$ cat src/rtl/core/hssc_pkg.sv
// Shared constants, register map and commutation tables for the hall six-step commutator
// No dependencies; used by the channel interfaces and the top level
`default_nettype none

package hssc_pkg;

    // payload widths fixed by the item format
    localparam int unsigned DUTY_W     = 7;
    localparam int unsigned STEP_W     = 3;
    localparam int unsigned TICKS_W    = 16;
    localparam int unsigned PULSES_W   = 16;
    localparam int unsigned THROTTLE_W = 12;
    localparam int unsigned VOTE_W     = 2;
    localparam int unsigned LEGS_W     = 6;

    // throttle scaling (x*100 + 2047) / 4095
    localparam int unsigned SCALED_W     = 19;
    localparam int unsigned SCALE_SHIFT  = 12;
    localparam logic [SCALED_W-1:0] THROTTLE_SCALE = 19'd100;
    localparam logic [SCALED_W-1:0] ROUND_BIAS     = 19'd2047;
    localparam logic [SCALED_W-1:0] THROTTLE_FULL  = 19'd4095;

    // configuration register map
    localparam int unsigned PADDR_W = 4;
    localparam int unsigned PDATA_W = 32;
    localparam logic [1:0] REG_DUTY_MAX       = 2'd0;
    localparam logic [1:0] REG_DUTY_CUTOFF    = 2'd1;
    localparam logic [1:0] REG_VOTE_THRESHOLD = 2'd2;
    localparam logic [1:0] REG_BLANK_TIME     = 2'd3;

    // register reset values
    localparam logic [DUTY_W-1:0]  DUTY_MAX_RST       = 7'd100;
    localparam logic [DUTY_W-1:0]  DUTY_CUTOFF_RST    = 7'd2;
    localparam logic [VOTE_W-1:0]  VOTE_THRESHOLD_RST = 2'd1;
    localparam logic [TICKS_W-1:0] BLANK_TIME_RST     = 16'd5;

    // item kinds
    localparam logic KIND_CONTROL = 1'b0;
    localparam logic KIND_TICK    = 1'b1;

    // step for an invalid hall code
    localparam logic [STEP_W-1:0] STEP_OFF = 3'd6;

    // hall code (A bit 0, B bit 1, C bit 2) to commutation step
    function automatic logic [STEP_W-1:0] step_of_code(input logic [2:0] code);
        logic [STEP_W-1:0] step;
        case (code)
            3'd3:    step = 3'd0;
            3'd2:    step = 3'd1;
            3'd6:    step = 3'd2;
            3'd4:    step = 3'd3;
            3'd5:    step = 3'd4;
            3'd1:    step = 3'd5;
            default: step = STEP_OFF;
        endcase
        return step;
    endfunction

    // switches driven per step: bit5 U high, bit4 U low, bit3 V high,
    // bit2 V low, bit1 W high, bit0 W low
    function automatic logic [LEGS_W-1:0] legs_of_step(input logic [STEP_W-1:0] step);
        logic [LEGS_W-1:0] legs;
        case (step)
            3'd0:    legs = 6'h09;
            3'd1:    legs = 6'h18;
            3'd2:    legs = 6'h12;
            3'd3:    legs = 6'h06;
            3'd4:    legs = 6'h24;
            3'd5:    legs = 6'h21;
            default: legs = 6'h00;
        endcase
        return legs;
    endfunction

endpackage

`default_nettype wire

$ cat src/rtl/core/hssc_if.sv
// Valid/ready channel interfaces for command items and result items
// Depends on hssc_pkg for payload widths
`default_nettype none

interface hssc_cmd_if #(
    parameter int unsigned HALL_READS = 3
);
    logic                              valid;
    logic                              ready;
    logic                              kind;
    logic [HALL_READS-1:0]             hall_a_reads;
    logic [HALL_READS-1:0]             hall_b_reads;
    logic [HALL_READS-1:0]             hall_c_reads;
    logic [hssc_pkg::THROTTLE_W-1:0]   throttle_sample;

    modport source (
        output valid, kind, hall_a_reads, hall_b_reads, hall_c_reads, throttle_sample,
        input  ready
    );
    modport sink (
        input  valid, kind, hall_a_reads, hall_b_reads, hall_c_reads, throttle_sample,
        output ready
    );
endinterface

interface hssc_res_if;
    logic                            valid;
    logic                            ready;
    logic [hssc_pkg::DUTY_W-1:0]     u_high_duty;
    logic [hssc_pkg::DUTY_W-1:0]     u_low_duty;
    logic [hssc_pkg::DUTY_W-1:0]     v_high_duty;
    logic [hssc_pkg::DUTY_W-1:0]     v_low_duty;
    logic [hssc_pkg::DUTY_W-1:0]     w_high_duty;
    logic [hssc_pkg::DUTY_W-1:0]     w_low_duty;
    logic [hssc_pkg::STEP_W-1:0]     step_index;
    logic [hssc_pkg::TICKS_W-1:0]    blank_ticks;
    logic [hssc_pkg::PULSES_W-1:0]   interval_pulses;
    logic                            interval_done;

    modport source (
        output valid, u_high_duty, u_low_duty, v_high_duty, v_low_duty,
               w_high_duty, w_low_duty, step_index, blank_ticks,
               interval_pulses, interval_done,
        input  ready
    );
    modport sink (
        input  valid, u_high_duty, u_low_duty, v_high_duty, v_low_duty,
               w_high_duty, w_low_duty, step_index, blank_ticks,
               interval_pulses, interval_done,
        output ready
    );
endinterface

`default_nettype wire

$ cat src/rtl/core/hall_six_step_commutator_unit.sv
// Top level of the hall six-step commutator: input register, decode/scale logic, result register
// Depends on hssc_pkg and the channel interfaces in hssc_if.sv
`default_nettype none

// Takes one item per clock unless the result side stalls, and returns one result per item:
// the item is captured in an input register, then hall voting, throttle scaling, the step
// table and the pulse counter update are done in one pass of logic
// that loads the result register. Motor state (step, duty, pulse count) is updated as
// each item leaves the input register, so items may follow back to back. A stalled
// result holds in the result register while the input register keeps one more item.
// Configuration goes through the APB port at byte addresses 0, 4, 8, 12 (duty_max,
// duty_cutoff, vote_threshold, blank_time) and should be written only while no item is
// in flight. A tick item returns the pulse count of the finished interval and clears it.
module hall_six_step_commutator_unit #(
    parameter int unsigned HALL_READS = 3,
    parameter int unsigned COUNT_BITS = 16
) (
    input  wire logic                           clk,
    input  wire logic                           rst_n,
    hssc_cmd_if.sink                            cmd,
    hssc_res_if.source                          res,
    input  wire logic                           psel,
    input  wire logic                           penable,
    input  wire logic                           pwrite,
    input  wire logic [hssc_pkg::PADDR_W-1:0]   paddr,
    input  wire logic [hssc_pkg::PDATA_W-1:0]   pwdata,
    output logic      [hssc_pkg::PDATA_W-1:0]   prdata,
    output logic                                pready
);

    localparam int unsigned VOTE_CNT_W = $clog2(HALL_READS + 1);

    // configuration registers
    logic [hssc_pkg::DUTY_W-1:0]  duty_max_reg;
    logic [hssc_pkg::DUTY_W-1:0]  duty_cutoff_reg;
    logic [hssc_pkg::VOTE_W-1:0]  vote_threshold_reg;
    logic [hssc_pkg::TICKS_W-1:0] blank_time_reg;
    logic                         cfg_write;
    logic [1:0]                   cfg_index;

    // input register
    logic                              s1_valid_reg;
    logic                              s1_kind_reg;
    logic [HALL_READS-1:0]             s1_a_reg;
    logic [HALL_READS-1:0]             s1_b_reg;
    logic [HALL_READS-1:0]             s1_c_reg;
    logic [hssc_pkg::THROTTLE_W-1:0]   s1_throttle_reg;

    // motor state
    logic [hssc_pkg::STEP_W-1:0] current_step_reg;
    logic [hssc_pkg::STEP_W-1:0] current_step_next;
    logic [hssc_pkg::DUTY_W-1:0] current_duty_reg;
    logic [hssc_pkg::DUTY_W-1:0] current_duty_next;
    logic [COUNT_BITS-1:0]       pulse_count_reg;
    logic [COUNT_BITS-1:0]       pulse_count_next;

    // result register
    logic                           res_valid_reg;
    logic [hssc_pkg::LEGS_W-1:0]    res_legs_reg;
    logic [hssc_pkg::LEGS_W-1:0]    res_legs_next;
    logic [hssc_pkg::DUTY_W-1:0]    res_duty_reg;
    logic [hssc_pkg::STEP_W-1:0]    res_step_reg;
    logic [hssc_pkg::TICKS_W-1:0]   res_blank_reg;
    logic [hssc_pkg::TICKS_W-1:0]   res_blank_next;
    logic [hssc_pkg::PULSES_W-1:0]  res_pulses_reg;
    logic [hssc_pkg::PULSES_W-1:0]  res_pulses_next;
    logic                           res_done_reg;

    // handshake
    logic res_load;
    logic cmd_take;

    // datapath
    logic [VOTE_CNT_W-1:0]          cnt_a;
    logic [VOTE_CNT_W-1:0]          cnt_b;
    logic [VOTE_CNT_W-1:0]          cnt_c;
    logic [2:0]                     hall_code;
    logic [hssc_pkg::SCALED_W-1:0]  scaled;
    logic [hssc_pkg::DUTY_W-1:0]    quot_est;
    logic [hssc_pkg::SCALED_W-1:0]  quot_est_mul;
    logic [hssc_pkg::SCALED_W-1:0]  scaled_rem;
    logic [hssc_pkg::DUTY_W-1:0]    duty_raw;
    logic [hssc_pkg::DUTY_W-1:0]    duty_clamped;
    logic [hssc_pkg::DUTY_W-1:0]    duty_final;
    logic [hssc_pkg::STEP_W-1:0]    new_step;
    logic                           step_changed;
    logic [31:0]                    pulse_ext;

    // apb access
    assign pready    = 1'b1;
    assign cfg_write = psel && penable && pwrite;
    assign cfg_index = paddr[hssc_pkg::PADDR_W-1:2];

    always_comb
    begin
        case (cfg_index)
            hssc_pkg::REG_DUTY_MAX:       prdata = 32'(duty_max_reg);
            hssc_pkg::REG_DUTY_CUTOFF:    prdata = 32'(duty_cutoff_reg);
            hssc_pkg::REG_VOTE_THRESHOLD: prdata = 32'(vote_threshold_reg);
            hssc_pkg::REG_BLANK_TIME:     prdata = 32'(blank_time_reg);
            default:                      prdata = '0;
        endcase
    end

    always_ff @(posedge clk or negedge rst_n)
    begin
        if (!rst_n)
        begin
            duty_max_reg       <= hssc_pkg::DUTY_MAX_RST;
            duty_cutoff_reg    <= hssc_pkg::DUTY_CUTOFF_RST;
            vote_threshold_reg <= hssc_pkg::VOTE_THRESHOLD_RST;
            blank_time_reg     <= hssc_pkg::BLANK_TIME_RST;
        end
        else if (cfg_write)
        begin
            case (cfg_index)
                hssc_pkg::REG_DUTY_MAX:       duty_max_reg <= pwdata[hssc_pkg::DUTY_W-1:0];
                hssc_pkg::REG_DUTY_CUTOFF:    duty_cutoff_reg <= pwdata[hssc_pkg::DUTY_W-1:0];
                hssc_pkg::REG_VOTE_THRESHOLD: vote_threshold_reg <= pwdata[hssc_pkg::VOTE_W-1:0];
                hssc_pkg::REG_BLANK_TIME:     blank_time_reg <= pwdata[hssc_pkg::TICKS_W-1:0];
                default:                      ;
            endcase
        end
    end

    // pipeline flow: result register frees up when empty or taken
    assign res_load  = s1_valid_reg && (!res_valid_reg || res.ready);
    assign cmd.ready = !s1_valid_reg || !res_valid_reg || res.ready;
    assign cmd_take  = cmd.valid && cmd.ready;

    // hall sensor voting
    assign cnt_a = VOTE_CNT_W'($countones(s1_a_reg));
    assign cnt_b = VOTE_CNT_W'($countones(s1_b_reg));
    assign cnt_c = VOTE_CNT_W'($countones(s1_c_reg));
    assign hall_code[0] = 32'(cnt_a) >= 32'(vote_threshold_reg);
    assign hall_code[1] = 32'(cnt_b) >= 32'(vote_threshold_reg);
    assign hall_code[2] = 32'(cnt_c) >= 32'(vote_threshold_reg);

    // throttle scaling: quotient by 4095 is n>>12 or one more
    assign scaled       = hssc_pkg::SCALED_W'(s1_throttle_reg) * hssc_pkg::THROTTLE_SCALE
                          + hssc_pkg::ROUND_BIAS;
    assign quot_est     = scaled[hssc_pkg::SCALED_W-1:hssc_pkg::SCALE_SHIFT];
    assign quot_est_mul = (hssc_pkg::SCALED_W'(quot_est) << hssc_pkg::SCALE_SHIFT)
                          - hssc_pkg::SCALED_W'(quot_est);
    assign scaled_rem   = scaled - quot_est_mul;
    assign duty_raw     = quot_est + ((scaled_rem >= hssc_pkg::THROTTLE_FULL) ? 7'd1 : 7'd0);

    // clamp then cutoff
    assign duty_clamped = (duty_raw >= duty_max_reg) ? duty_max_reg : duty_raw;
    assign duty_final   = (duty_clamped <= duty_cutoff_reg) ? '0 : duty_clamped;

    // step decode and change detection
    assign new_step     = hssc_pkg::step_of_code(hall_code);
    assign step_changed = new_step != current_step_reg;
    assign pulse_ext    = 32'(pulse_count_reg);

    // next state and result for the item leaving the input register
    always_comb
    begin
        current_step_next = current_step_reg;
        current_duty_next = current_duty_reg;
        pulse_count_next  = pulse_count_reg;
        res_legs_next     = hssc_pkg::legs_of_step(current_step_reg);
        res_blank_next    = '0;
        res_pulses_next   = '0;
        if (s1_kind_reg == hssc_pkg::KIND_TICK)
        begin
            res_pulses_next  = pulse_ext[hssc_pkg::PULSES_W-1:0];
            pulse_count_next = '0;
        end
        else
        begin
            current_step_next = new_step;
            current_duty_next = duty_final;
            res_legs_next     = hssc_pkg::legs_of_step(new_step);
            if (step_changed)
            begin
                res_blank_next = blank_time_reg;
                if (pulse_count_reg != {COUNT_BITS{1'b1}})
                begin
                    pulse_count_next = pulse_count_reg + 1'b1;
                end
            end
        end
    end

    // control state
    always_ff @(posedge clk or negedge rst_n)
    begin
        if (!rst_n)
        begin
            s1_valid_reg     <= 1'b0;
            res_valid_reg    <= 1'b0;
            current_step_reg <= '0;
            current_duty_reg <= '0;
            pulse_count_reg  <= '0;
        end
        else
        begin
            if (cmd_take)
            begin
                s1_valid_reg <= 1'b1;
            end
            else if (res_load)
            begin
                s1_valid_reg <= 1'b0;
            end
            if (res_load)
            begin
                res_valid_reg    <= 1'b1;
                current_step_reg <= current_step_next;
                current_duty_reg <= current_duty_next;
                pulse_count_reg  <= pulse_count_next;
            end
            else if (res.ready)
            begin
                res_valid_reg <= 1'b0;
            end
        end
    end

    // input item capture
    always_ff @(posedge clk)
    begin
        if (cmd_take)
        begin
            s1_kind_reg     <= cmd.kind;
            s1_a_reg        <= cmd.hall_a_reads;
            s1_b_reg        <= cmd.hall_b_reads;
            s1_c_reg        <= cmd.hall_c_reads;
            s1_throttle_reg <= cmd.throttle_sample;
        end
    end

    // result payload capture
    always_ff @(posedge clk)
    begin
        if (res_load)
        begin
            res_legs_reg   <= res_legs_next;
            res_duty_reg   <= current_duty_next;
            res_step_reg   <= current_step_next;
            res_blank_reg  <= res_blank_next;
            res_pulses_reg <= res_pulses_next;
            res_done_reg   <= s1_kind_reg;
        end
    end

    // result item drive
    assign res.valid           = res_valid_reg;
    assign res.u_high_duty     = res_legs_reg[5] ? res_duty_reg : '0;
    assign res.u_low_duty      = res_legs_reg[4] ? res_duty_reg : '0;
    assign res.v_high_duty     = res_legs_reg[3] ? res_duty_reg : '0;
    assign res.v_low_duty      = res_legs_reg[2] ? res_duty_reg : '0;
    assign res.w_high_duty     = res_legs_reg[1] ? res_duty_reg : '0;
    assign res.w_low_duty      = res_legs_reg[0] ? res_duty_reg : '0;
    assign res.step_index      = res_step_reg;
    assign res.blank_ticks     = res_blank_reg;
    assign res.interval_pulses = res_pulses_reg;
    assign res.interval_done   = res_done_reg;

endmodule

`default_nettype wire

$ cat src/flat_wrapper.sv
// flat-port wrapper written by rule: the top's interface ports become plain ports
module hall_six_step_commutator_unit_flat 
#(
    parameter int unsigned HALL_READS = 3,
    parameter int unsigned COUNT_BITS = 16
)
  (clk, rst_n, psel, penable, pwrite, paddr, pwdata, prdata, pready, cmd_valid, cmd_kind, cmd_hall_a_reads, cmd_hall_b_reads, cmd_hall_c_reads, cmd_throttle_sample, cmd_ready, res_valid, res_u_high_duty, res_u_low_duty, res_v_high_duty, res_v_low_duty, res_w_high_duty, res_w_low_duty, res_step_index, res_blank_ticks, res_interval_pulses, res_interval_done, res_ready);
  hssc_cmd_if #(.HALL_READS(HALL_READS)) cmd_i ();
  hssc_res_if res_i ();
  input  wire logic clk;
  input  wire logic rst_n;
  input  wire logic psel;
  input  wire logic penable;
  input  wire logic pwrite;
  input  wire logic [hssc_pkg::PADDR_W-1:0] paddr;
  input  wire logic [hssc_pkg::PDATA_W-1:0] pwdata;
  output logic      [hssc_pkg::PDATA_W-1:0] prdata;
  output logic pready;
  input wire logic [$bits(cmd_i.valid)-1:0] cmd_valid;
  input wire logic [$bits(cmd_i.kind)-1:0] cmd_kind;
  input wire logic [$bits(cmd_i.hall_a_reads)-1:0] cmd_hall_a_reads;
  input wire logic [$bits(cmd_i.hall_b_reads)-1:0] cmd_hall_b_reads;
  input wire logic [$bits(cmd_i.hall_c_reads)-1:0] cmd_hall_c_reads;
  input wire logic [$bits(cmd_i.throttle_sample)-1:0] cmd_throttle_sample;
  output wire logic [$bits(cmd_i.ready)-1:0] cmd_ready;
  output wire logic [$bits(res_i.valid)-1:0] res_valid;
  output wire logic [$bits(res_i.u_high_duty)-1:0] res_u_high_duty;
  output wire logic [$bits(res_i.u_low_duty)-1:0] res_u_low_duty;
  output wire logic [$bits(res_i.v_high_duty)-1:0] res_v_high_duty;
  output wire logic [$bits(res_i.v_low_duty)-1:0] res_v_low_duty;
  output wire logic [$bits(res_i.w_high_duty)-1:0] res_w_high_duty;
  output wire logic [$bits(res_i.w_low_duty)-1:0] res_w_low_duty;
  output wire logic [$bits(res_i.step_index)-1:0] res_step_index;
  output wire logic [$bits(res_i.blank_ticks)-1:0] res_blank_ticks;
  output wire logic [$bits(res_i.interval_pulses)-1:0] res_interval_pulses;
  output wire logic [$bits(res_i.interval_done)-1:0] res_interval_done;
  input wire logic [$bits(res_i.ready)-1:0] res_ready;
  assign cmd_i.valid = cmd_valid;
  assign cmd_i.kind = cmd_kind;
  assign cmd_i.hall_a_reads = cmd_hall_a_reads;
  assign cmd_i.hall_b_reads = cmd_hall_b_reads;
  assign cmd_i.hall_c_reads = cmd_hall_c_reads;
  assign cmd_i.throttle_sample = cmd_throttle_sample;
  assign cmd_ready = cmd_i.ready;
  assign res_valid = res_i.valid;
  assign res_u_high_duty = res_i.u_high_duty;
  assign res_u_low_duty = res_i.u_low_duty;
  assign res_v_high_duty = res_i.v_high_duty;
  assign res_v_low_duty = res_i.v_low_duty;
  assign res_w_high_duty = res_i.w_high_duty;
  assign res_w_low_duty = res_i.w_low_duty;
  assign res_step_index = res_i.step_index;
  assign res_blank_ticks = res_i.blank_ticks;
  assign res_interval_pulses = res_i.interval_pulses;
  assign res_interval_done = res_i.interval_done;
  assign res_i.ready = res_ready;
  hall_six_step_commutator_unit #(.HALL_READS(HALL_READS), .COUNT_BITS(COUNT_BITS)) u_core (.clk(clk), .rst_n(rst_n), .cmd(cmd_i), .res(res_i), .psel(psel), .penable(penable), .pwrite(pwrite), .paddr(paddr), .pwdata(pwdata), .prdata(prdata), .pready(pready));
endmodule
$ cat config.mk
export PLATFORM = sky130hd
export DESIGN_NAME = hall_six_step_commutator_unit_flat
export DESIGN_NICKNAME = d
export VERILOG_FILES = /design/src/rtl/core/hssc_pkg.sv /design/src/rtl/core/hssc_if.sv /design/src/rtl/core/hall_six_step_commutator_unit.sv /design/src/flat_wrapper.sv
export SDC_FILE = /design/constraint.sdc
export NUM_CORES = 1
export LEC_CHECK = 0
export ABC_AREA = 1
export CAP_MARGIN = 20
export CORE_MARGIN = 2
export CORE_UTILIZATION = 50
export CTS_BUF_LIST = sky130_fd_sc_hd__clkbuf_4 sky130_fd_sc_hd__clkbuf_8
export CTS_CLUSTER_SIZE = 10
export DETAILED_ROUTE_END_ITERATION = 10
export DONT_BUFFER_PORTS = 1
export SLEW_MARGIN = 20
export SYNTH_ARGS = -nofsm -noshare
export SYNTH_HDL_FRONTEND = slang
export SYNTH_SLANG_ARGS = --single-unit
$ cat constraint.sdc
create_clock -name clk -period 11.5 [get_ports clk]
set_input_delay 2.3 -clock clk [delete_from_list [all_inputs] [get_ports clk]]
set_output_delay 2.3 -clock clk [all_outputs]
set_load 0.03 [all_outputs]
# Word level (Yosys, flattened, before mapping)
# Index checks and enable logic that the tools add are counted.
# Widths: inputs -> output; s select.
word_totals:
  word_cells: 105
  register_bits: 131
op_classes:
  reduce_logical: 22
  n_eq_ne: 21
  add_sub_neg: 11
  mux: 23
  mul: 1
  n_bitwise: 1
  order_cmp: 6
ops:
  columns: ["op", "n"]
  rows:
  - ["$pmux 32 s4", 1]
  - ["$pmux 6 s6", 2]
  - ["$mux 7", 9]
  - ["$mux 16", 3]
  - ["$eq 3x3->1 const B", 7]
  - ["$add 19x11->19 const B", 1]
  - ["$ge 19x12->1 const B", 1]
  - ["$sub 19x19->19", 1]
  - ["$sub 19x7->19", 1]
  - ["$eq 3x2->1 const B", 6]
  - ["$pmux 3 s6", 1]
  - ["$mul 12x5->17 const B", 1]
  - ["$add 16x1->16 const B", 1]
  - ["$ne 16x16->1 const B", 1]
  - ["$eq 3x1->1 const B", 3]
  - ["$reduce_and 2->1", 4]
  - ["$reduce_bool 2->1", 4]
  - ["$add 7x7->7", 1]
  - ["$ge 7x7->1", 1]
  - ["$le 7x7->1", 1]
  - ["$add 1x1->2", 3]
  - ["$add 2x1->2", 3]
  - ["$ge 2x2->1", 3]
  - ["$logic_not 3->1", 2]
  - ["13 further kinds", 24]

# Logic depth before layout (Yosys ltp)
# Gate-level depths: netlist (run 1).
logic_depth:
  depth_word: 12
  ltp_mapped: 64
  depth_no_buf: 64

# Worst setup path before layout (run 1)
# OpenSTA, ideal clock, no wires.
synth_path:
  kind: "register -> register"
  start: "register u_core.s1_throttle_reg[3] in the netlist's numbering"
  end: "register u_core.current_duty_reg[1] in the netlist's numbering"
  path_slack_ns: 3.072
  n_path_buf: 0
  setup_ns: 0.085
  synth_period_minus_slack_ns: 8.428
  arrival_ns: 8.343
  path_stages_with_launch: 54
  cell_sequence: "edfxtp_1 -> ha_1 -> ha_1 -> inv_1 -> fa_1 -> inv_1 -> ha_1 -> or2_1 -> nand3_2 -> nand3_1 -> nand2_4 -> nand3_2 -> xor2_2 -> inv_1 -> fa_1 -> inv_1 -> ha_1 -> fa_1 -> (+18 left out) -> nand2_1 -> ha_1 -> a21oi_1 -> o21a_1 -> nand3_1 -> inv_1 -> nand3_1 -> and2_1 -> ha_1 -> nand2_1 -> inv_1 -> nand3_1 -> o221a_2 -> nor2_1 -> nand2_1 -> o21ai_0 -> nand2_1 -> o21ai_0"
synth_between:
  elab_chain_cells: 12
synth_rtl:
  columns: ["element", "line", "source"]
  rows:
  - ["start, declared", "hall_six_step_commutator_unit.sv:47", "logic [hssc_pkg::THROTTLE_W-1:0] s1_throttle_reg;"]
  - ["start signal, assigned", "hall_six_step_commutator_unit.sv:231", "s1_throttle_reg <= cmd.throttle_sample;"]
  - ["$mul 12x5->17 *", "hall_six_step_commutator_unit.sv:140", "assign scaled = hssc_pkg::SCALED_W'(s1_throttle_reg) * hssc_pkg::THROTTLE_SCALE"]
  - ["$add 19x11->19 *", "hall_six_step_commutator_unit.sv:141", "+ hssc_pkg::ROUND_BIAS;"]
  - ["$sub 19x7->19", "hall_six_step_commutator_unit.sv:144", "- hssc_pkg::SCALED_W'(quot_est);"]
  - ["$sub 19x19->19", "hall_six_step_commutator_unit.sv:145", "assign scaled_rem = scaled - quot_est_mul;"]
  - ["$ge 19x12->1", "hall_six_step_commutator_unit.sv:146", "assign duty_raw = quot_est + ((scaled_rem >= hssc_pkg::THROTTLE_FULL) ? 7'd1 : 7'd0);"]
  - ["$mux 1", "hall_six_step_commutator_unit.sv:146", null]
  - ["$add 7x7->7 *", "hall_six_step_commutator_unit.sv:146", null]
  - ["$ge 7x7->1", "hall_six_step_commutator_unit.sv:149", "assign duty_clamped = (duty_raw >= duty_max_reg) ? duty_max_reg : duty_raw;"]
  - ["$mux 7 *", "hall_six_step_commutator_unit.sv:149", null]
  - ["$le 7x7->1", "hall_six_step_commutator_unit.sv:150", "assign duty_final = (duty_clamped <= duty_cutoff_reg) ? '0 : duty_clamped;"]
  - ["$mux 7 *", "hall_six_step_commutator_unit.sv:150", null]
  - ["$mux 7 *", "hall_six_step_commutator_unit.sv:166", "if (s1_kind_reg == hssc_pkg::KIND_TICK)"]
  - ["named net u_core.current_duty_next (one bit)", "hall_six_step_commutator_unit.sv:53", "logic [hssc_pkg::DUTY_W-1:0] current_duty_next;"]
  - ["end signal, assigned", "hall_six_step_commutator_unit.sv:212", "current_duty_reg <= current_duty_next;"]
  - ["end, declared", "hall_six_step_commutator_unit.sv:52", "logic [hssc_pkg::DUTY_W-1:0] current_duty_reg;"]
# Mark *: on every way through the listed nets, which the timed path passes. The rest lies on a longest branch.
# A chain may end at the register's enable or synchronous reset.

# Final worst setup path (run 1)
layout_path:
  start: "register u_core.s1_throttle_reg[2] in the netlist's numbering"
  end: "register u_core.current_duty_reg[1] in the netlist's numbering"
# The elaborated chain is that of the path after synthesis.

==> results.md, run 1 <==
* Status: completed
* Max Buffers Root-to-Sink at 2
* Clock Latency Late Sink at approximately 0.44 ns
* CTS tree: yes
* Reg area at roughly 0.0036 sq mm
* Post-synthesis mux area share at 0%
* Top cells by area, synth: edfxtp_1, dfrtp_1, ha_1
* Final setup TNS at 0 ns
* CP Launch Type: flip-flop
* Vias in the first global route at ~6400
* Post-Synth XOR/XNOR Area at between 1.5 and 2%
* Post-Syn Instances at 1121
* Maximum VDD drop at roughly 0.00010 V
* Die ar. at between 0.015 and 0.02 sq mm
* Io pins at between 150 and 200
* Inst Count DP at approximately 1300
* Worst Hold End: u_core.current_duty_reg[5]
* Starting density of the core at 51.0%
* Share of post-route cells with drive strength above 1 at about a tenth
* Die Width at around 140 microns
* Crit. End Element: flip-flop
* Leak at approximately 5 nW
* Largest net degree at the start of global routing at 64
* Reg2reg start: u_core.s1_throttle_reg[2]
* Max H-tree Level at 4
* Yosys cell types at 50
* Total GRT Usage at around 20%
* Setup Skew at ~0.011 ns
* TritonCTS buffer count at 17
* Slew margin rel. at 34.0%
* Reg power frac at 27.5%
* Synthesis warning total at 0
* Crit Path Max Fanout at 9
* Drt via density at ~5
* Final period utilization at 83.1%
* Post-CTS Setup Bufs at 0
* Die H at about 140 microns
* Hold-fix buffers, CTS at 0
* Routed WL per cell at between 10 and 15 microns
* Synth Area in Compound Gates at under 10%
* Clock share of power at 16.3%
* Synth Flop Type: edfxtp_1
* Reported net switching power at ~1.2 mW
* Sequential area share after synthesis at 39.7%
* Placer Congestion at around 0.86
* Hold_sp: u_core.current_duty_reg[5]
* WP buf/inv at 5
* Reg2Reg Setup Slack at 1.94 ns
* CTS Sinks at about 130
* Post-CTS Resized at 0
* CTS clock-pin slew for the worst setup and hold paths at 0.08 ns
* EDFF count, synth at a little over 70
* Routed Antenna Nets at 0
* Cell family with most CP delay: adder cells
* Ys async rst share at between 40% and 50%
* Cell Int Power at around 1.3 mW
* Crit path DAT at 9.92 ns
* Fin cells at approximately 1400
* RSZ-0062 raised after global routing: false
* FP Rows at between 40 and 50
* Core area at about 0.018 sq mm
* Layout fillers at between 1500 and 2000
* Worst r2r path cells at 53
* Final setup violation count at 0
* Worst Hold Class: flip-flop to flip-flop
* Gate power share at a little under three fifths
* Largest area contributor in the netlist: edfxtp_1
* Synth Area in Adders at 15.2%
* Slowest cell on crit path: edfxtp_1
* Initial antenna violation count at 1
* Multi-input logic area at about 0.0045 sq mm
* FMAX at around 0.10 GHz
* DR iter-0 viols at between 300 and 400
* Hold Vio Cnt, Final at 0
* Hold path cells at 2
* Via count of the routed design at about 6800
* Fin nets at 1296
* Share of the synthesized area in the top cell type at about a quarter
* Most common cell in the netlist: nand2_1
* Terminus of the critical flop-to-flop path: u_core.current_duty_reg[1]
* First-pass GRT wire length at roughly 31000 microns
* Routed wire length at approximately 18000 microns
* PwrDens at 258 mW/mm^2
* CP peak stage delay at between 0.5 and 0.6 ns
* Post-Synth Simple-Gate Area at 23.3%
* Post-Syn Area per Cell at ~8 sq um
* CP Class: flip-flop to flip-flop
* GR Overflow Total at 0
* Area Growth Syn to Fin at 6.68%
* Mapped Area at approximately 0.0092 sq mm
* Req. time, crit path at ~12 ns
* Number of detailed-route iterations in the first pass at 7
* Synthesized flop and latch total at approximately 130
* Worst slew pin tran at ~0.98 ns
* Synth top cells by count: nand2_1, inv_1, ha_1, nor2_1, edfxtp_1
* Fin crit period at 9.56 ns
* CTS Root Cell: clkbuf_8
* Largest family of logic cells by synthesized area: simple AND/OR/NAND/NOR gates
* Number of max-cap violations at 0
* DRC viols at 0
* Switch share at between 40% and 50%
* Buffers on Ports at 0
* Post-DP HPWL at 14300 microns
* Slew Viols, Final at 0
* Cell mode on critical path: nand2_1
-- metal layers --
metal  vias up  global-route usage, %  part of all wire (%)
met4         0                   4.04                  0.74
met1      3108                   26.6                    47
met5         -                      0                     0
met3        11                   5.68                   5.7
li1       3559                      -                     -
met2       158                   32.5                    46
-- cell families (layout without fill, tap and decap cells) --
group | after synthesis | in the layout
AOI/OAI and AO/OA | 130 | 130
xor gates and xnor gates | 17 | 17
adders and majority gates | 104 | 104
buffers and inverters | 268 | 272
DFF | 131 | 131
other | 2 | 19
and+or+nand+nor | 469 | 469
-- layout by cell type (no fill, tap or decap), drive strengths merged, types with 2 or more instances in the layout --
master / synthesis / final
nand2: 285 / 285
nor2: 88 / 88
diode: 0 / 2
clkinvlp: 0 / 3
bufinv: 0 / 3
ha: 92 / 92
fa: 12 / 12
o31ai: 2 / 2
nand3: 64 / 64
o21a: 4 / 4
conb: 2 / 17
nor3: 11 / 11
and2: 3 / 3
buf: 19 / 2
inv: 237 / 242
xor2: 12 / 12
o22ai: 3 / 3
dfrtp: 53 / 53
clkinv: 1 / 4
nand4: 15 / 15
o2111ai: 3 / 3
dfstp: 7 / 7
o21ai: 61 / 61
a21oi: 43 / 43
o221ai: 5 / 5
edfxtp: 71 / 71
clkbuf: 11 / 18
xnor2: 5 / 5
-- power by group through the flow --
stage / combinational [mW] / sequential [mW] / clock, mW
floorplan: 1.18 / 0.679 / 0
global placement: 1.41 / 0.701 / 0
detailed placement: 1.42 / 0.702 / 0
CTS: 1.43 / 0.693 / 0.423
global route: 1.64 / 0.706 / 0.441
finish: 1.42 / 0.692 / 0.410
-- cell type report --
cell class | count | area share (%)
Multi-Input combinational cell | 737 | 46.2
Sequential cell | 131 | 37.3
Inverter | 238 | 9.14
Tap cell | 229 | 2.93
Clock buffer | 18 | 2.47
Clock inverter | 14 | 1.79
Timing Repair Buffer | 2 | 0.154
Antenna cell | 2 | 0.0512
-- worst min-delay path: cells and delay by family, from the launching register on --
| family | cells | cell delay [ns] |
|---|---|---|
| AND/OR/NAND/NOR | 2 | 0.11 |
| flip-flops | 1 | 0.35 |
-- through the flow --
stage          util, %  setup slack (ns)  power [mW]  hold slack, ns  cell area [sq um]
5_1_grt           54.4              1.00        2.79           0.504               9770
3_3_place_gp      52.0              1.98        2.11           0.461               9350
3_5_place_dp      52.0              1.90        2.12           0.466               9350
4_1_cts           54.3              1.86        2.55           0.487               9760
6_report          54.4              1.94        2.52           0.483               9780
2_1_floorplan        -              3.07        1.86           0.448               9220
-- worst max-delay path by stage --
stage | startpoint | end | slack (ns) | cells past startpoint
final | u_core.s1_throttle_reg[2] | u_core.current_duty_reg[1] | 1.94 | 53
after global routing | u_core.s1_throttle_reg[2] | u_core.current_duty_reg[1] | 1.00 | 58
after CTS | u_core.s1_throttle_reg[2] | u_core.current_duty_reg[1] | 1.86 | 53
after detailed placement | u_core.s1_throttle_reg[2] | u_core.current_duty_reg[1] | 1.90 | 53
after global placement | u_core.s1_throttle_reg[2] | u_core.current_duty_reg[1] | 1.98 | 52
after floorplan | u_core.s1_throttle_reg[3] | u_core.current_duty_reg[1] | 3.07 | 53
No activity file was read; power rests on OpenSTA's default activity.
==> run 2, diff against run 1 <==
--- a/config.mk
+++ b/config.mk
@@ -13,6 +13,7 @@
 export CTS_CLUSTER_SIZE = 10
 export DETAILED_ROUTE_END_ITERATION = 10
 export DONT_BUFFER_PORTS = 1
+export PLACE_DENSITY = 0.68
 export SLEW_MARGIN = 20
 export SYNTH_ARGS = -nofsm -noshare
 export SYNTH_HDL_FRONTEND = slang
==> constraint.sdc (replaced) <==
create_clock -name clk -period 8.6 [get_ports clk]
set_input_delay 1.72 -clock clk [delete_from_list [all_inputs] [get_ports clk]]
set_output_delay 1.72 -clock clk [all_outputs]
set_load 0.03 [all_outputs]
==> run 2 against run 1 <==
  * Setup slack lost 1.8 ns
  * Sequential share of layout area shrank 5.2 points
  * Flip-flop and latch count is the same
  * Fmax grew 12%
  * Clock power grew 28%
  * Power grew 73%
  * Clock skew grew 0.0019 ns
  * First-iteration DRC count grew 29%
  * Design area grew 16%
  * Largest power group unchanged
  * Highest routed layer unchanged
==> results.md, run 2 (synthesized netlist as in run 1, its figures left out) <==
* DRC viols at 0 (unchanged)
* Crit Path Max Fanout at 6 (-3)
* Reported net switching power at 2.00 mW (+66%)
* ANT cells at 0 (-2)
* FP Rows at 49 (unchanged)
* Final setup violation count at 0 (unchanged)
* Number of detailed-route iterations in the first pass at 6 (-1)
* Busiest grt layer: met2
* Crit. End Element: flip-flop
* Most common cell after layout, fill and taps aside: nand2_1
* Worst Hold Class: flip-flop to flip-flop
* Final setup TNS at 0 ns (unchanged)
* TritonCTS buffer count at 17 (unchanged)
* Worst slew pin tran at 1.04 ns (+0.0574 ns)
* Clock Latency Late Sink at 0.45 ns (about the same)
* First-pass GRT wire length at 33200 microns (+6.0%)
* Req. time, crit path at 8.79 ns (-3.07 ns)
* Fin crit period at 8.50 ns (-1.06 ns)
* DR iter-0 viols at 413 (+29%)
* Die H at 139 microns (unchanged)
* Reg2Reg Setup Slack at 0.1 ns (-1.84 ns)
* Starting density of the core at 51.0% (unchanged)
* Met3 GRT Util at 5.68% (unchanged)
* Routed Antenna Nets at 0 (unchanged)
* CTS Root Cell: clkbuf_8
* Gate power share at 66.7% (+10 points)
* Routed wire length at 20700 microns (+12%)
* Crit path DAT at 8.69 ns (-1.23 ns)
* Post-DP HPWL at 14600 microns (+2.0%)
* Cell mode on critical path: nand2_2
* Place WS at -0.291 ns (-2.19 ns)
* Most frequent cells in the layout: nand2_1, inv_1, buf_4
* Slew Viols, Final at 0 (unchanged)
* CP Class: flip-flop to flip-flop
* Final WS setup at 0.0995 ns (-1.84 ns)
* Max Buffers Root-to-Sink at 2 (unchanged)
* Number of max-cap violations at 0 (unchanged)
* Largest net degree at the start of global routing at 64 (unchanged)
* CP peak stage delay at 0.51 ns (about the same)
* RSZ-0062 raised after global routing: true
* PwrDens at 383 mW/mm^2 (+49%)
* Setup Skew at 0.0134 ns (+0.00194 ns)
* Reg power frac at 21.3% (-6.2 points)
* Die Width at 139 microns (unchanged)
* Inst Count DP at 1409 (+5.4%)
* Switch share at 45.9% (-2.0 points)
* Die ar. at 0.0194 sq mm (unchanged)
* Initial antenna violation count at 0 (-1)
* Share of post-route cells with drive strength above 1 at 27.0% (+17 points)
* GR met1 Demand/Resource at 27.0% (+0.42 points)
* CTS Sinks at 131 (unchanged)
* Via count of the routed design at 7502 (+9.7%)
* Hold-fix buffers, CTS at 0 (unchanged)
* Hold Vio Cnt, Final at 0 (unchanged)
* Met2 Usage GRT at 34.1% (+1.7 points)
* Leak at 5.67 nW (+11%)
* Drt via density at 5.09 (+2.0%)
* Fin Hold WS at 0.472 ns (-0.0114 ns)
* Cell Int Power at 2.35 mW (+79%)
* CP Launch Type: flip-flop
* Status: completed
* Total GRT Usage at 20.6% (+0.75 points)
* GR Overflow Total at 0 (unchanged)
* Fin nets at 1402 (+8.2%)
* FMAX at 0.118 GHz (+12%)
* Max H-tree Level at 4 (unchanged)
* Buffers on Ports at 0 (unchanged)
* CTS tree: yes
* Routed WL per cell at 14.0 microns (+4.2%)
* Clock share of power at 12.1% (-4.2 points)
* CTS clock-pin slew for the worst setup and hold paths at 0.08 ns (about the same)
* Slowest cell on crit path: fa_1
* Core area at 0.0180 sq mm (unchanged)
* Final period utilization at 98.8% (+16 points)
* Vias in the first global route at 7284 (+13%)
* Fin cells at 1475 (+7.6%)
* Maximum VDD drop at 0.000208 V (+100%)
* Area Growth Syn to Fin at 23.8%
* Slew margin rel. at 30.1% (-3.9 points)
* Io pins at 178 (unchanged)
* Placer Congestion at 0.871 (+1.6%)
[run 2: cell count changes in the layout (fill, tap and decap cells not counted), moves of 10 or more]
cell / delta
a21oi_2: +10
nand2_4: +11
buf_4: +102
nand2_1: -31
ha_4: +30
nand2_2: +20
nand3_1: -13
ha_1: -33
inv_1: -19
inv_2: +16
a21oi_1: -11
[run 2: stage by stage]
| step | util, % | power, mW | instance area (sq um) |
|---|---|---|---|
| finish | 63.2 | 4.35 | 11300 |
| global route | 63.2 | 4.74 | 11300 |
| CTS | 59.1 | 3.85 | 10600 |
| detailed placement | 55.0 | 3.18 | 9890 |
| global placement | 55.0 | 3.13 | 9890 |
| floorplan | - | 2.48 | 9220 |
[run 2: timing repair]
action / CTS / global route
buffers inserted: 20 / 15
resized for setup: 28 / 139
pin swaps: 12 / 92
setup endpoints to repair: 14 / 14
[run 2: path summary, 6_finish.rpt]
path | startpoint | depth (start not counted) | end
setup / recovery | u_core.s1_throttle_reg[7] | 58 | u_core.res_duty_reg[2]
hold / removal | u_core.s1_valid_reg | 2 | u_core.res.valid
setup reg to reg | u_core.s1_throttle_reg[7] | 58 | u_core.res_duty_reg[2]
hold reg to reg | u_core.s1_valid_reg | 2 | u_core.res.valid
max in group asynchronous | rst_n | 0 | u_core.duty_cutoff_reg[1]
min in group asynchronous | rst_n | 0 | u_core.blank_time_reg[13]
[run 2: final cells by class]
class / count / area [sq um]
clock buffer: 20 / 263
tap: 229 / 287
timing repair buffer: 108 / 826
fill: 1464 / 6620
multi-input combinational: 737 / 5300
inverter: 238 / 901
sequential: 131 / 3640
clock inverter: 12 / 133
[run 2: worst max-delay path, delay by kind of cell (launching register included)]
kind | cells | cell delay [ns]
AND/OR/NAND/NOR | 33 | 3.37
AO/OA/AOI/OAI | 4 | 0.47
adder cells (fa/ha/maj) | 11 | 3.24
buffers and inverters | 10 | 0.65
flip-flops | 1 | 0.49
[run 2: power by group through the flow]
| stage | registers (mW) | logic (mW) | clock network (mW) |
|---|---|---|---|
| finish | 0.926 | 2.90 | 0.525 |
| global route | 0.942 | 3.23 | 0.563 |
| CTS | 0.924 | 2.39 | 0.537 |
| detailed placement | 0.938 | 2.25 | 0 |
| global placement | 0.933 | 2.20 | 0 |
| floorplan | 0.908 | 1.58 | 0 |
[run 2: per-layer routing]
| layer | up-vias | routed length (microns) |
|---|---|---|
| met3 | 32 | 1020 |
| met1 | 3508 | 9120 |
| li1 | 3771 | - |
| met4 | 0 | 329 |
| met2 | 191 | 10200 |
| met5 | - | 0 |
==> run 3, diff against run 2 <==
--- a/config.mk
+++ b/config.mk
@@ -13,7 +13,6 @@
 export CTS_CLUSTER_SIZE = 10
 export DETAILED_ROUTE_END_ITERATION = 10
 export DONT_BUFFER_PORTS = 1
-export PLACE_DENSITY = 0.68
 export SLEW_MARGIN = 20
 export SYNTH_ARGS = -nofsm -noshare
 export SYNTH_HDL_FRONTEND = slang
==> constraint.sdc (replaced) <==
create_clock -name clk -period 8.94 [get_ports clk]
set_input_delay 1.788 -clock clk [delete_from_list [all_inputs] [get_ports clk]]
set_output_delay 1.788 -clock clk [all_outputs]
set_load 0.03 [all_outputs]
==> run 3 against run 2 <==
  * Global-route usage shrank 0.36 points
  * Critical endpoint unchanged
  * Count of clock-buffer cells in the layout is 1 lower
  * Critical path type unchanged
  * Cell count is 3.9% lower
  * First-iteration DRC count shrank 21%
  * Highest routed layer unchanged
==> results.md, run 3 (synthesized netlist as in run 1, its figures left out) <==
* Die Width at 139 microns (unchanged)
* Routed Antenna Nets at 0 (unchanged)
* FMAX at 0.119 GHz (+0.74%)
* Worst r2r path cells at 54 (-6.9%)
* Fin Hold WS at 0.478 ns (+0.00620 ns)
* Fin nets at 1345 (-4.1%)
* Max H-tree Level at 4 (unchanged)
* Crit. End Element: flip-flop
* Worst Hold End: u_core.current_duty_reg[5]
* Hold Vio Cnt, Final at 0 (unchanged)
* Post-DP HPWL at 14400 microns (-1.0%)
* Number of detailed-route iterations in the first pass at 5 (-1)
* Hold path cells at 2 (unchanged)
* CTS clock-pin slew for the worst setup and hold paths at 0.08 ns (about the same)
* Core area at 0.0180 sq mm (unchanged)
* Maximum VDD drop at 0.000164 V (-21%)
* WP buf/inv at 6 (-4)
* CTS tree: yes
* Die H at 139 microns (unchanged)
* Reg2Reg Setup Slack at 0.50 ns (+0.40 ns)
* Slew margin rel. at 31.0% (+0.83 points)
* Setup Skew at 0.0107 ns (-0.00269 ns)
* Cell mode on critical path: nand2_2
* Reg power frac at 23.1% (+1.8 points)
* Total power at 3.84 mW (-12%)
* CP Launch Type: flip-flop
* Starting density of the core at 51.0% (unchanged)
* CTS Sinks at 131 (unchanged)
* Drt via density at 4.96 (-2.4%)
* Clock Latency Late Sink at 0.45 ns (about the same)
* CP Class: flip-flop to flip-flop
* Number of max-cap violations at 0 (unchanged)
* Cell family with most CP delay: adder cells
* Gate power share at 62.7% (-4.0 points)
* GR Overflow Total at 0 (unchanged)
* Worst Hold Class: flip-flop to flip-flop
* DR iter-0 viols at 328 (-21%)
* Worst slew pin tran at 1.02 ns (-0.0124 ns)
* Clock share of power at 14.2% (+2.1 points)
* Most common cell after layout, fill and taps aside: nand2_1
* Share of post-route cells with drive strength above 1 at 20.4% (-6.5 points)
* Routed wire length at 19500 microns (-5.8%)
* Via count of the routed design at 7039 (-6.2%)
* Area Growth Syn to Fin at 16.6%
* Slew Viols, Final at 0 (unchanged)
* DRC viols at 0 (unchanged)
* Die ar. at 0.0194 sq mm (unchanged)
* FP Rows at 49 (unchanged)
* CTS Root Cell: clkbuf_8
* Hold_sp: u_core.current_duty_reg[5]
* Req. time, crit path at 9.13 ns (+0.34 ns)
* Crit Path Max Fanout at 7 (+1)
* Final period utilization at 94.4% (-4.5 points)
* Leak at 5.37 nW (-5.2%)
* Max Buffers Root-to-Sink at 2 (unchanged)
* Terminus of the critical flop-to-flop path: u_core.res_duty_reg[2]
* Switch share at 46.2% (+0.36 points)
* First-pass GRT wire length at 31900 microns (-3.7%)
* TritonCTS buffer count at 17 (unchanged)
* Io pins at 178 (unchanged)
* Placer Congestion at 0.860 (-1.3%)
* Reported net switching power at 1.78 mW (-11%)
* Crit path DAT at 8.63 ns (-0.06 ns)
* Final setup violation count at 0 (unchanged)
* Reg2reg start: u_core.s1_throttle_reg[1]
* Vias in the first global route at 6676 (-8.3%)
* Buffers on Ports at 0 (unchanged)
* Largest net degree at the start of global routing at 65 (+1.6%)
* PwrDens at 359 mW/mm^2 (-6.2%)
* Status: completed
* Cell Int Power at 2.07 mW (-12%)
* ANT cells at 0 (unchanged)
* Total GRT Usage at 20.2% (-0.36 points)
* Initial antenna violation count at 0 (unchanged)
* Fin crit period at 8.44 ns (-0.0626 ns)
* CP peak stage delay at 0.52 ns (about the same)
* Routed WL per cell at 13.7 microns (-2.0%)
* Slowest cell on crit path: fa_1
* Most frequent cells in the layout: nand2_1, inv_1, nor2_1
## run 3: changes by cell type in the layout (fill, tap and decap cells not counted), sizes merged
cell,previous run,this run
buf,108,51
bufinv,2,3
clkbuf,20,19
clkinv,8,5
clkinvlp,0,1
inv,240,242
## run 3: power by group through the flow
| stage | Sequential, mW | Combinational (mW) | Clock (mW) |
|---|---|---|---|
| CTS | 0.889 | 2.02 | 0.558 |
| global route | 0.905 | 2.72 | 0.583 |
| floorplan | 0.873 | 1.52 | 0 |
| finish | 0.888 | 2.41 | 0.544 |
| global placement | 0.899 | 1.94 | 0 |
| detailed placement | 0.901 | 1.96 | 0 |
## run 3: layer usage
layer | global-route usage, % | part of all wire [%] | up-vias
met3 | 5.44 | 4.6 | 16
met5 | 0 | 0 | -
met4 | 5.00 | 1.0 | 0
met1 | 27.0 | 47 | 3232
met2 | 33.0 | 47 | 139
li1 | - | - | 3652
## run 3: repair_timing
item / in CTS / in global routing
setup endpoints to repair: 14 / 14
resized for setup: 12 / 98
hold buffers: 0 / 0
setup buffers: 5 / 19
pin swaps: 2 / 53
## run 3: through the flow
stage	instances	util (%)	cell area, sq um	worst slack, ns	setup TNS (ns)
2_1_floorplan	1136	-	9220	0.512	0
3_3_place_gp	1362	53.1	9530	-0.0477	-0.119
3_5_place_dp	1362	53.1	9530	-0.0925	-0.531
4_1_cts	1399	55.9	10000	0.00157	0
5_1_grt	1418	59.5	10700	-0.0910	-0.452
6_report	1418	59.5	10700	0.502	0
## run 3: worst max path at each step
| stage | startpoint | to | slack, ns | depth (start not counted) |
|---|---|---|---|---|
| after floorplan | u_core.s1_throttle_reg[3] | u_core.current_duty_reg[1] | 0.51 | 53 |
| after global placement | u_core.s1_throttle_reg[2] | u_core.current_duty_reg[1] | -0.05 | 55 |
| after detailed placement | u_core.s1_throttle_reg[2] | u_core.current_duty_reg[1] | -0.09 | 54 |
| after CTS | u_core.s1_throttle_reg[2] | u_core.current_duty_reg[1] | 0.002 | 56 |
| after global routing | u_core.s1_throttle_reg[5] | u_core.current_duty_reg[1] | -0.09 | 57 |
| final | u_core.s1_throttle_reg[1] | u_core.res_duty_reg[2] | 0.50 | 54 |
## run 3: area by class of cell
cell class / count / area (sq um)
Tap cell: 229 / 287
Multi-Input combinational cell: 737 / 5040
Timing Repair Buffer: 51 / 390
Inverter: 238 / 896
Sequential cell: 131 / 3640
Clock inverter: 13 / 173
Fill cell: 1651 / 7280
Clock buffer: 19 / 255
## run 3: worst min-delay path, stage by stage (launching register included)
cell     delay (ns)
dfrtp_1        0.35
nand2_1        0.05
nand2_1        0.05
